## src/mep_pkg.sv

```systemverilog
// Shared types and constants for the Mandelbrot escape-time pixel block.
package mep_pkg;

	localparam int FRAC_BITS  = 28;
	localparam int COUNT_BITS = 8;
	localparam int NUM_W      = 2 * COUNT_BITS;
	localparam int MUL_W      = 32;
	localparam int PROD_W     = 2 * MUL_W;
	localparam int NW         = FRAC_BITS + 5;
	localparam int MUL_LANES  = 3;
	localparam int ADDR_W     = 5;
	localparam int REG_IDX_W  = 3;

	localparam logic [REG_IDX_W-1:0] REG_LIMIT    = 3'd0;
	localparam logic [REG_IDX_W-1:0] REG_LEFT     = 3'd1;
	localparam logic [REG_IDX_W-1:0] REG_TOP      = 3'd2;
	localparam logic [REG_IDX_W-1:0] REG_COL_STEP = 3'd3;
	localparam logic [REG_IDX_W-1:0] REG_ROW_STEP = 3'd4;

	localparam logic signed [NW-1:0] TWO  = NW'(64'd1 << (FRAC_BITS + 1));
	localparam logic signed [NW-1:0] FOUR = NW'(64'd1 << (FRAC_BITS + 2));

	typedef logic signed [MUL_W-1:0]  mul_op_t;
	typedef logic signed [PROD_W-1:0] prod_t;
	typedef logic [NUM_W-1:0]         div_num_t;
	typedef logic [COUNT_BITS-1:0]    count_t;

	typedef enum logic [3:0] {
		S_IDLE,
		S_COORD,
		S_CPOINT,
		S_ADD,
		S_MUL,
		S_SEC,
		S_SEC_W,
		S_FRAC,
		S_FRAC_W
	} state_t;

endpackage

```

## src/mep_div.sv

```systemverilog
// Radix-2 restoring divider, one quotient bit per cycle.
module mep_div (
	input  logic                 clk,
	input  logic                 arst_n,
	input  logic                 start,
	input  mep_pkg::div_num_t    num,
	input  mep_pkg::count_t      den,
	output logic                 busy,
	output logic                 done,
	output mep_pkg::div_num_t    quo,
	output mep_pkg::count_t      rem
);
	import mep_pkg::*;

	localparam int CNT_W = $clog2(NUM_W);
	localparam logic [CNT_W-1:0] CNT_LAST = CNT_W'(NUM_W - 1);

	div_num_t         quo_q;
	count_t           rem_q;
	count_t           den_q;
	logic [CNT_W-1:0] cnt_q;
	logic             busy_q;
	logic             done_q;

	logic [COUNT_BITS:0]   shifted;
	logic [COUNT_BITS+1:0] diff;

	assign shifted = {rem_q, quo_q[NUM_W-1]};
	assign diff    = {1'b0, shifted} - {2'b00, den_q};

	always_ff @(posedge clk or negedge arst_n) begin
		if (!arst_n) begin
			busy_q <= 1'b0;
			done_q <= 1'b0;
			cnt_q  <= '0;
		end else begin
			done_q <= 1'b0;
			if (start) begin
				busy_q <= 1'b1;
				cnt_q  <= '0;
			end else if (busy_q) begin
				cnt_q <= cnt_q + 1'b1;
				if (cnt_q == CNT_LAST) begin
					busy_q <= 1'b0;
					done_q <= 1'b1;
				end
			end
		end
	end

	always_ff @(posedge clk) begin
		if (start) begin
			quo_q <= num;
			rem_q <= '0;
			den_q <= den;
		end else if (busy_q) begin
			if (!diff[COUNT_BITS+1]) begin
				rem_q <= diff[COUNT_BITS-1:0];
				quo_q <= {quo_q[NUM_W-2:0], 1'b1};
			end else begin
				rem_q <= shifted[COUNT_BITS-1:0];
				quo_q <= {quo_q[NUM_W-2:0], 1'b0};
			end
		end
	end

	assign busy = busy_q;
	assign done = done_q;
	assign quo  = quo_q;
	assign rem  = rem_q;

endmodule

```

## config.mk

```make
export PLATFORM = sky130hd
export DESIGN_NAME = mep_div
export DESIGN_NICKNAME = d
export VERILOG_FILES = /design/src/mep_pkg.sv /design/src/mep_div.sv
export SDC_FILE = /design/constraint.sdc
export NUM_CORES = 1
export LEC_CHECK = 0
export ABC_AREA = 0
export BUFFER_PORTS_ARGS = -buffer_cell sky130_fd_sc_hd__buf_2
export CAP_MARGIN = 20
export CORE_ASPECT_RATIO = 1.4
export CORE_UTILIZATION = 40
export CTS_BUF_LIST = sky130_fd_sc_hd__clkbuf_16
export DETAILED_ROUTE_END_ITERATION = 8
export PLACE_DENSITY_LB_ADDON = 0.08
export SLEW_MARGIN = 20
export SYNTH_ARGS = -nofsm -noshare
export SYNTH_HDL_FRONTEND = slang
export SYNTH_SLANG_ARGS = --single-unit
export TNS_END_PERCENT = 30
```

## constraint.sdc

```tcl
create_clock -name clk -period 5.1 [get_ports clk]
set_clock_uncertainty 0.1 [all_clocks]
set_input_delay 0.51 -clock clk [delete_from_list [all_inputs] [get_ports clk]]
set_output_delay 0.51 -clock clk [all_outputs]
set_load 0.02 [all_outputs]
```

==> out/summary.txt, run 1 <==
Pwr/cell area = 450 mW/mm^2
RSZ-0062 raised after global routing = false
DRC violations left = 0
Sequence of cells on the critical path = ha_1 -> a21o_1 -> a211o_1 -> a21oi_2 -> mux2_1 -> a211oi_2
Nets = 242
MaxCap Viol Count = 0
Distinct cells, synth = 38
Final HPWL DP = 2560 um
R2r setup slk = 2.89 ns
Final worst path period share = 43.4%
Worst Path Buf+Inv = 0
Seq cells post-synth = 38
Worst setup SP type = flip-flop
R2R Path End = rem[0]
Num CTS Buffers = 5
Post_cts resized = 0
Congestion Overflow GR = 0
Hold path cells = 1
Number of global-route vias before repair = 1317
Util after Layout = 52.5%
Fillers = 422
CP max-delay cell = mux2_1
Slew headroom = 50.2%
GRT Max-Usage Layer = met2
Die H = 83.6 um
Max IR drop VDD = 0.192 mV
Met1 Use GR = 17.1%
WHS = 0.307 ns
YS warnings = 0
CTS tree = yes
Routed Antenna Nets = 0
GPL Wtd Cong = 0.824
Critical Path Fanout Max = 5
Fin crit period = 2.21 ns
Max Root-Sink Buffers = 2
Row cnt = 29
Leak pwr = 1.10 nW
Critical Path RT = 5.19 ns
TNS Setup = 0 ns
Syn Std Cell Area = 0.00190 mm^2
Largest net degree at the start of global routing = 38
R2R Path Start = rem[5]
Core ar. = 0.00454 mm^2
Pre-antenna DRT Iters = 4
Max Slew Vio Count = 0
Final hold violation count = 0
DR WL/cell = 13.1 um
Mapped Nets = 188
Finished Cell Area = 0.00238 mm^2
H-tree levels = 2
Worst Path Arrival = 2.30 ns
Initial antenna violation count = 0
Layout cell share with drive strength beyond 1 = 38.8%
Vias = 1312
Avg Cell Area, Syn = 12.6 um^2
Area grow syn2layout = 25.3%
Slew @ Worst Pin = 0.748 ns
Antenna fix cells = 0
Worst path max stage delay = 0.36 ns
Starting DRT DRC Count = 24
Hold Crit Endpoint = den_q[7]
# clock sinks = 38
I/O Buffers = 52
Reg2Reg Depth = 6
Family with the most delay on the worst path = compound AO/OA/AOI/OAI gates
Die ar. = 0.00504 mm^2
Die width = 60.3 um
Gate count after technology mapping = 151
Total GRT Usage = 15.2%
Placed inst area = 0.00221 mm^2
Critical path capture point type = flip-flop
# setup viols final = 0
Worst-path clk slew = 0.06 ns
GR Layer Usage met2 = 25.7%
Fmax achieved = 452 MHz
Register area share after synthesis = 54.2%
First-pass GRT wire length = 5750 um
Worst-Skew Late Latency = 0.27 ns
Min-Delay Startpoint = den[7]
Via-to-Cell Ratio = 4.90
Root Driver = clkbuf_16
Routed WL = 3510 um
Crit path kind = flip-flop to flip-flop
Num ports = 53
Worst hold-check path type = input port to flip-flop
Starting Density = 41.9%
GR Layer Usage met3 = 4.34%
Status = completed
## layout make-up
cell class | count | area [um^2] | area share [%]
clock inverter | 3 | 37.5 | 1.58
inverter | 11 | 41.3 | 1.73
tap | 62 | 77.6 | 3.26
multi-input combinational | 96 | 800 | 33.6
timing repair buffer | 53 | 270 | 11.3
sequential | 38 | 1030 | 43.3
clock buffer | 5 | 125 | 5.25
## cell usage after synthesis
library cell	instances	area [um^2]
edfxtp_1	24	721
mux2_2	16	180
inv_1	11	41.3
nor2_1	10	37.5
ha_1	9	113
dfxtp_1	8	160
nand2_1	7	26.3
dfrtp_1	6	150
mux2i_1	6	60.1
xor2_1	5	43.8
a21o_1	4	30.0
clkbuf_1	4	15.0
nor2b_1	4	25.0
a211oi_1	3	22.5
nor3b_1	3	22.5
o21ai_0	3	15.0
o31ai_1	3	22.5
xnor2_1	3	26.3
a21oi_2	2	17.5
a41oi_1	2	17.5
a211o_1	1	8.76
a211oi_2	1	12.5
a21oi_1	1	5.00
a2bb2oi_1	1	8.76
and4b_1	1	10.0
buf_1	1	3.75
buf_6	1	11.3
fa_1	1	20.0
mux2_1	1	11.3
nand2b_1	1	6.26
nand3_1	1	5.00
nand4_1	1	6.26
nor3_1	1	5.00
o21ai_1	1	5.00
o21ai_4	1	16.3
o21bai_1	1	7.51
o22ai_1	1	6.26
or2_2	1	6.26
## how the worst max path moves through the flow
| stage | startpoint | to | slack, ns | depth (start not counted) |
|---|---|---|---|---|
| global placement | rem[5] | rem[0] | 2.99 | 6 |
| global route | den_q[1] | rem[0] | 2.72 | 8 |
| floorplan | rem[5] | rem[0] | 2.94 | 6 |
| detailed placement | den_q[1] | rem[0] | 2.89 | 8 |
| CTS | den_q[1] | rem[0] | 2.87 | 8 |
| finish | rem[5] | rem[0] | 2.89 | 6 |
## repair_timing
| item | 4_1_cts | 5_1_grt |
|---|---|---|
| setup buffers | 0 | 0 |
| hold buffers | 1 | 0 |
| hold endpoints to repair | 6 | 0 |
| setup endpoints to repair | 0 | 0 |
## power breakdown
| group | total, mW | internal [mW] | switching [mW] | leakage [nW] |
|---|---|---|---|---|
| Sequential | 0.408 | 0.375 | 0.0324 | 0.391 |
| Combinational | 0.325 | 0.147 | 0.179 | 0.624 |
| Clock | 0.339 | 0.227 | 0.111 | 0.0853 |
## layout by cell type (no fill, tap or decap), drive strengths merged, types with 4 or more instances in the layout
cell and instances:
nor2b 4, edfxtp 24, dfxtp 8, inv 13
o21ai 5, xor2 5, dfrtp 6, nor2 10
mux2i 6, buf 52, nand2 7, mux2 17
ha 9, a21o 4, clkbuf 5, a211oi 4
## registers in the layout, summed over array words and instances, names as in the netlist
signal and flops:
busy 1, cnt_q 4, den_q 8, done 1
quo 16, rem 8
## per-stage QoR
stage | cells | worst slack (ns) | power (mW)
5_1_grt | 268 | 2.72 | 1.13
6_report | 268 | 2.89 | 1.07
3_5_place_dp | 259 | 2.89 | 0.742
4_1_cts | 268 | 2.87 | 1.09
3_3_place_gp | 259 | 2.99 | 0.735
2_1_floorplan | 151 | 2.94 | 0.664
## routing by layer
metal / share of wire [%] / vias to the layer above
li1: - / 651
met1: 41 / 619
met2: 52 / 38
met3: 5.1 / 4
met4: 0.94 / 0
met5: 0 / -
## cells by family (layout without fill, tap and decap cells)
| family | Yosys count | count (layout) | share of synthesized area, % |
|---|---|---|---|
| flops | 38 | 38 | 54.2 |
| simple gates | 30 | 30 | 7.90 |
| compound gates | 25 | 25 | 10.3 |
| mux | 23 | 23 | 13.2 |
| buf+inv | 17 | 72 | 3.75 |
| fa+ha+maj | 10 | 10 | 6.97 |
| xor+xnor | 8 | 8 | 3.68 |
(Power assumes the default switching activity.)
==> inputs of run 2 (changes only) <==
--- a/config.mk
+++ b/config.mk
@@ -5,7 +5,7 @@
 export SDC_FILE = /design/constraint.sdc
 export NUM_CORES = 1
 export LEC_CHECK = 0
-export ABC_AREA = 0
+export ABC_AREA = 1
 export BUFFER_PORTS_ARGS = -buffer_cell sky130_fd_sc_hd__buf_2
 export CAP_MARGIN = 20
 export CORE_ASPECT_RATIO = 1.4
==> constraint.sdc (replaced) <==
create_clock -name clk -period 2 [get_ports clk]
set_clock_uncertainty 0.1 [all_clocks]
set_input_delay 0.2 -clock clk [delete_from_list [all_inputs] [get_ports clk]]
set_output_delay 0.2 -clock clk [all_outputs]
set_load 0.02 [all_outputs]
==> out/summary.txt, run 2 <==
Final Worst Setup Slack = 0.127 ns (-2.76 ns)
Worst Path Arrival = 1.80 ns (-0.50 ns)
# setup viols final = 0 (unchanged)
# clock sinks = 38 (unchanged)
Layout cell share with drive strength beyond 1 = 22.4% (-16 points)
Mapped Nets = 274 (+46%)
Final hold violation count = 0 (unchanged)
WHS = 0.00370 ns (-0.304 ns)
Die width = 62.0 um (+2.9%)
Critical Path Fanout Max = 9 (+4)
Worst path max stage delay = 0.36 ns (about the same)
Initial antenna violation count = 0 (unchanged)
Sequence of cells on the critical path = ha_1 -> nand2_1 -> nand2_1 -> a21oi_4 -> nand3_4 -> nand2_1 -> nand2_1
Hold path cells = 1 (unchanged)
R2r setup slk = 0.13 ns (-2.76 ns)
Area leader, netlist = edfxtp_1
R2R Path End = quo[0]
Starting Density = 41.6% (-0.30 points)
First-pass GRT wire length = 7540 um (+31%)
DRC violations left = 0 (unchanged)
H-tree levels = 2 (unchanged)
Max IR drop VDD = 0.583 mV (+200%)
TNS Setup = 0 ns (unchanged)
CP max-delay cell = ha_1
Worst-path clk slew = 0.06 ns (about the same)
Max Slew Vio Count = 0 (unchanged)
Number of flip-flops in the largest register = 16 (unchanged)
Post-synth EDFFs = 24 (unchanged)
RSZ-0062 raised after global routing = false
Area of the multi-input gates = 840 um^2 (+5.0%)
Routed WL = 4530 um (+29%)
CTS tree = yes
Reg2Reg Depth = 7 (+1)
MaxCap Viol Count = 0 (unchanged)
Congestion Overflow GR = 0 (unchanged)
Most frequent cells in the layout = nand2_1 (91), buf_2 (52), inv_1 (37), edfxtp_1 (24), nand3_1 (17)
Worst-Skew Late Latency = 0.28 ns (about the same)
Routed Antenna Nets = 0 (unchanged)
GPL Wtd Cong = 0.875 (+6.1%)
Critical path capture point type = flip-flop
Critical Path RT = 1.93 ns (-3.26 ns)
Slew @ Worst Pin = 0.597 ns (-0.150 ns)
Distinct cells, synth = 25 (-34%)
Antenna fix cells = 0 (unchanged)
Root Driver = clkbuf_16
Gate count after technology mapping = 237 (+57%)
Die ar. = 0.00533 mm^2 (+5.8%)
Area grow syn2layout = 28.1%
Commonest non-fill, non-tap cell in the layout = nand2_1
Avg Cell Area, Syn = 8.50 um^2 (-32%)
Cell with the most instances after synthesis = nand2_1
Hold Crit Endpoint = den_q[0]
Final worst path period share = 93.6% (+50 points)
Crit path kind = flip-flop to flip-flop
Num ports = 53 (unchanged)
Max Root-Sink Buffers = 2 (unchanged)
Core ar. = 0.00484 mm^2 (+6.8%)
Leak pwr = 1.36 nW (+23%)
Worst hold-check path type = input port to flip-flop
Pre-CTS WS = 0.121 ns (-2.77 ns)
Status = completed
DR WL/cell = 12.3 um (-6.1%)
Top cells by area, synth = edfxtp_1 (36%), nand2_1 (17%), dfxtp_1 (7.9%), dfrtp_1 (7.4%), inv_1 (6.5%)
Pre-antenna DRT Iters = 4 (unchanged)
Nets = 340 (+40%)
R2R Path Start = rem[5]
Most used cell, CP = nand2_1
Fillers = 476 (+13%)
Fin crit period = 1.87 ns (-0.339 ns)
Finished Cell Area = 0.00258 mm^2 (+8.4%)
Placed inst area = 0.00236 mm^2 (+6.8%)
Largest net degree at the start of global routing = 21 (-45%)
Non-filler cells, final = 368 (+37%)
Via-to-Cell Ratio = 4.66 (-4.8%)
Worst setup SP type = flip-flop
Min-Delay Startpoint = den[0]
Die H = 86.0 um (+2.9%)
FF+latch area = 0.00103 mm^2 (unchanged)
Syn Std Cell Area = 0.00202 mm^2 (+6.0%)
Commonest cells post-synth = nand2_1 (91), inv_1 (35), edfxtp_1 (24), nand3_1 (17)
Final HPWL DP = 3250 um (+27%)
Slew headroom = 60.1% (+10 points)
Share of the synthesized area in the top cell type = 35.8% (-2.1 points)
Seq cells post-synth = 38 (unchanged)
Async set-reset flop share out of synthesis = 15.8% (unchanged)
Vias = 1715 (+31%)
Number of global-route vias before repair = 1631 (+24%)
Register area share after synthesis = 51.1% (-3.1 points)
Starting DRT DRC Count = 51 (+110%)
I/O Buffers = 52 (unchanged)
YS warnings = 0 (unchanged)
Placed Cells = 352 (+36%)
Pwr/cell area = 1130 mW/mm^2 (+150%)
Total GRT Usage = 19.5% (+4.3 points)
Fmax achieved = 534 MHz (+18%)
Row cnt = 30 (+3.4%)
Num CTS Buffers = 5 (unchanged)
Ys flop type = edfxtp_1
[run 2: final cells by class]
type	count	share of cell area [%]
tap	64	3.10
sequential	38	39.9
multi-input combinational	160	32.5
clock buffer	5	4.85
clock inverter	3	0.436
inverter	35	5.09
timing repair buffer	63	14.1
[run 2: worst max-delay path by stage]
stage,from,endpoint,slack [ns],cells after the start
detailed placement,rem[5],quo[0],0.12,7
finish,rem[5],quo[0],0.13,7
global route,den_q[3],rem[0],0.02,9
floorplan,quo[15],rem[4],0.25,9
global placement,rem[5],quo[0],0.10,7
CTS,rem[5],quo[0],0.11,7
[run 2: cell families after synthesis]
kind of cell	after synthesis	synth area share (%)
adders and majority gates	10	6.58
and+or+nand+nor	133	29.5
AOI/OAI and AO/OA	14	4.03
buffers and inverters	39	7.45
xor gates and xnor gates	3	1.30
DFF	38	51.1
[run 2: critical path, delay by kind of cell (launching register included)]
kind / cells / cell delay [ns]
DFF: 1 / 0.34
and+or+nand+nor: 5 / 0.50
adders and majority gates: 1 / 0.36
AOI/OAI and AO/OA: 1 / 0.31
[run 2: power by group]
| group | switching, mW | leakage [nW] | internal [mW] |
|---|---|---|---|
| clock network | 0.299 | 0.0738 | 0.448 |
| logic | 0.696 | 0.887 | 0.419 |
| registers | 0.0829 | 0.397 | 0.962 |
[run 2: metal layers]
| metal | up-vias | track usage, % | part of all wire (%) |
|---|---|---|---|
| met1 | 774 | 22.9 | 42 |
| met3 | 5 | 4.52 | 4.4 |
| met2 | 38 | 32.8 | 52 |
| met5 | - | 0 | 0 |
| met4 | 0 | 8.28 | 1.6 |
| li1 | 898 | - | - |
[run 2: what timing repair did]
action	CTS	global route
setup buffers	0	0
endpoints found under the hold margin	13	0
gates resized for setup	0	1
setup endpoints to repair	0	3
hold buffers	8	0
[run 2: metrics by stage]
| step | total power [mW] | util, % |
|---|---|---|
| after global placement | 2.16 | 48.7 |
| after global routing | 3.12 | 53.3 |
| final | 2.91 | 53.3 |
| after detailed placement | 2.16 | 48.7 |
| after CTS | 2.93 | 53.2 |
| after floorplan | 1.87 | - |
==> inputs of run 3 (changes only) <==
--- a/config.mk
+++ b/config.mk
@@ -5,7 +5,7 @@
 export SDC_FILE = /design/constraint.sdc
 export NUM_CORES = 1
 export LEC_CHECK = 0
-export ABC_AREA = 1
+export ABC_AREA = 0
 export BUFFER_PORTS_ARGS = -buffer_cell sky130_fd_sc_hd__buf_2
 export CAP_MARGIN = 20
 export CORE_ASPECT_RATIO = 1.4
==> out/summary.txt, run 3 (synthesis gave the netlist of run 1 again) <==
Root Driver = clkbuf_16
Via-to-Cell Ratio = 4.89 (+5.0%)
GPL Wtd Cong = 0.900 (+2.9%)
Initial antenna violation count = 0 (unchanged)
Antenna fix cells = 0 (unchanged)
Layout cell share with drive strength beyond 1 = 47.7% (+25 points)
Fmax achieved = 500 MHz (-6.3%)
# setup viols final = 0 (unchanged)
Critical Path Fanout Max = 5 (-4)
Max Slew Vio Count = 0 (unchanged)
Pwr/cell area = 1100 mW/mm^2 (-2.6%)
Critical path capture point type = flip-flop
Placed Cells = 268 (-24%)
MaxCap Viol Count = 0 (unchanged)
Most frequent cells in the layout = buf_2 (52), edfxtp_1 (24), mux2_2 (16), inv_1 (10), nor2_1 (10)
Die H = 83.6 um (-2.8%)
Number of global-route vias before repair = 1373 (-16%)
Num CTS Buffers = 5 (unchanged)
DRC violations left = 0 (unchanged)
Worst setup SP type = flip-flop
Number of flip-flops in the largest register = 16 (unchanged)
RSZ-0062 raised after global routing = true
Total GRT Usage = 16.8% (-2.7 points)
Largest net degree at the start of global routing = 33 (+57%)
Slew @ Worst Pin = 0.429 ns (-0.168 ns)
Max Root-Sink Buffers = 2 (unchanged)
Worst-Skew Late Latency = 0.28 ns (about the same)
Worst hold-check path type = input port to flip-flop
Max IR drop VDD = 0.664 mV (+14%)
I/O Buffers = 52 (unchanged)
CTS tree = yes
Area grow syn2layout = 36.8%
Final HPWL DP = 2690 um (-17%)
Routed WL = 3780 um (-17%)
Num ports = 53 (unchanged)
Util after Layout = 57.4% (+4.0 points)
First-pass GRT wire length = 6190 um (-18%)
H-tree levels = 2 (unchanged)
# clock sinks = 38 (unchanged)
Final hold violation count = 0 (unchanged)
Die width = 60.3 um (-2.8%)
Die ar. = 0.00504 mm^2 (-5.5%)
Slew headroom = 71.4% (+11 points)
Finished Cell Area = 0.00260 mm^2 (+0.78%)
Vias = 1390 (-19%)
Congestion Overflow GR = 0 (unchanged)
Placed inst area = 0.00234 mm^2 (-0.90%)
Row cnt = 29 (-3.3%)
Fillers = 399 (-16%)
Critical Path RT = 2.07 ns (+0.14 ns)
Nets = 258 (-24%)
Commonest non-fill, non-tap cell in the layout = buf_2
Status = completed
Non-filler cells, final = 284 (-23%)
Core ar. = 0.00454 mm^2 (-6.3%)
Final worst path period share = 100% (+6.3 points)
Fin crit period = 2.00 ns (+0.127 ns)
DR WL/cell = 13.3 um (+8.1%)
Total power = 2.85 mW (-1.8%)
Starting DRT DRC Count = 55 (+7.8%)
Crit path kind = flip-flop to flip-flop
Routed Antenna Nets = 0 (unchanged)
Worst-path clk slew = 0.06 ns (about the same)
Pre-antenna DRT Iters = 4 (unchanged)
Worst Path Arrival = 2.07 ns (+0.27 ns)
Leak pwr = 1.17 nW (-14%)
Starting Density = 41.9% (+0.30 points)
[run 3: cell types whose count changed in the layout (fill, tap and decap cells not counted), moves of 4 or more]
| cell | previous run | this run |
|---|---|---|
| nand2_1 | 91 | 7 |
| inv_1 | 37 | 10 |
| mux2_2 | 0 | 16 |
| nand3_1 | 17 | 1 |
| nand4_1 | 9 | 1 |
| mux2i_1 | 0 | 6 |
| buf_4 | 3 | 8 |
| a21oi_1 | 5 | 1 |
| dfxtp_1 | 8 | 4 |
| ha_1 | 9 | 5 |
[run 3: final cells by class]
cell class,count,area [um^2],area share [%]
clock buffers,5,125,4.81
clock inverters,3,21.3,0.818
inverters,11,41.3,1.59
multi-input cells,96,877,33.7
flip-flops and latches,38,1040,39.9
well taps,62,77.6,2.98
repair buffers,69,420,16.2
[run 3: through the flow]
| stage | setup TNS [ns] | setup slack [ns] | hold slack (ns) |
|---|---|---|---|
| 3_5_place_dp | -0.0782 | -0.0471 | -0.0690 |
| 6_report | 0 | 0.000469 | 0.00589 |
| 5_1_grt | -0.410 | -0.0965 | 0.000515 |
| 4_1_cts | 0 | 0.000156 | 0.00119 |
| 3_3_place_gp | -0.0330 | -0.0182 | -0.0706 |
| 2_1_floorplan | 0 | 0.0196 | -0.196 |
[run 3: timing repair]
| action | 4_1_cts | 5_1_grt |
|---|---|---|
| buffers inserted | 0 | 0 |
| hold endpoints to repair | 13 | 0 |
| hold buffers | 8 | 0 |
| setup endpoints to repair | 3 | 7 |
| pin swaps | 2 | 5 |
| resized for setup | 3 | 6 |
[run 3: worst max-delay path: stages, from the launching register on]
cell and delay, ns:
edfxtp_1 0.37, inv_2 0.07, ha_4 0.20, a21o_1 0.16, a211o_1 0.33, a21o_4 0.24
buf_4 0.14, mux2i_1 0.11, a21o_1 0.17
[run 3: layer usage]
metal | vias to the layer above | global-route usage (%) | part of all wire [%]
li1 | 685 | - | -
met1 | 656 | 19.2 | 40
met2 | 41 | 27.9 | 53
met3 | 8 | 4.81 | 4.6
met4 | 0 | 7.61 | 2.5
met5 | - | 0 | 0
[run 3: final timing paths]
| check | slack, ns | depth (start not counted) | from | to |
|---|---|---|---|---|
| setup reg to reg | 0.0005 | 8 | den_q[6] | rem[1] |
| hold / removal | 0.006 | 1 | den[3] | den_q[3] |
| setup / recovery | 0.0005 | 8 | den_q[6] | rem[1] |
| hold reg to reg | 0.43 | 2 | rem[2] | rem[2] |
| max in group asynchronous | 1.48 | 2 | arst_n | done |
| min in group asynchronous | 0.17 | 2 | arst_n | cnt_q[0] |
[run 3: power breakdown]
group	switching (mW)	total, mW	internal [mW]	leakage (nW)
registers	0.0843	1.05	0.964	0.393
logic	0.520	1.04	0.521	0.709
clock network	0.303	0.764	0.461	0.0698
total	0.908	2.85	1.95	1.17
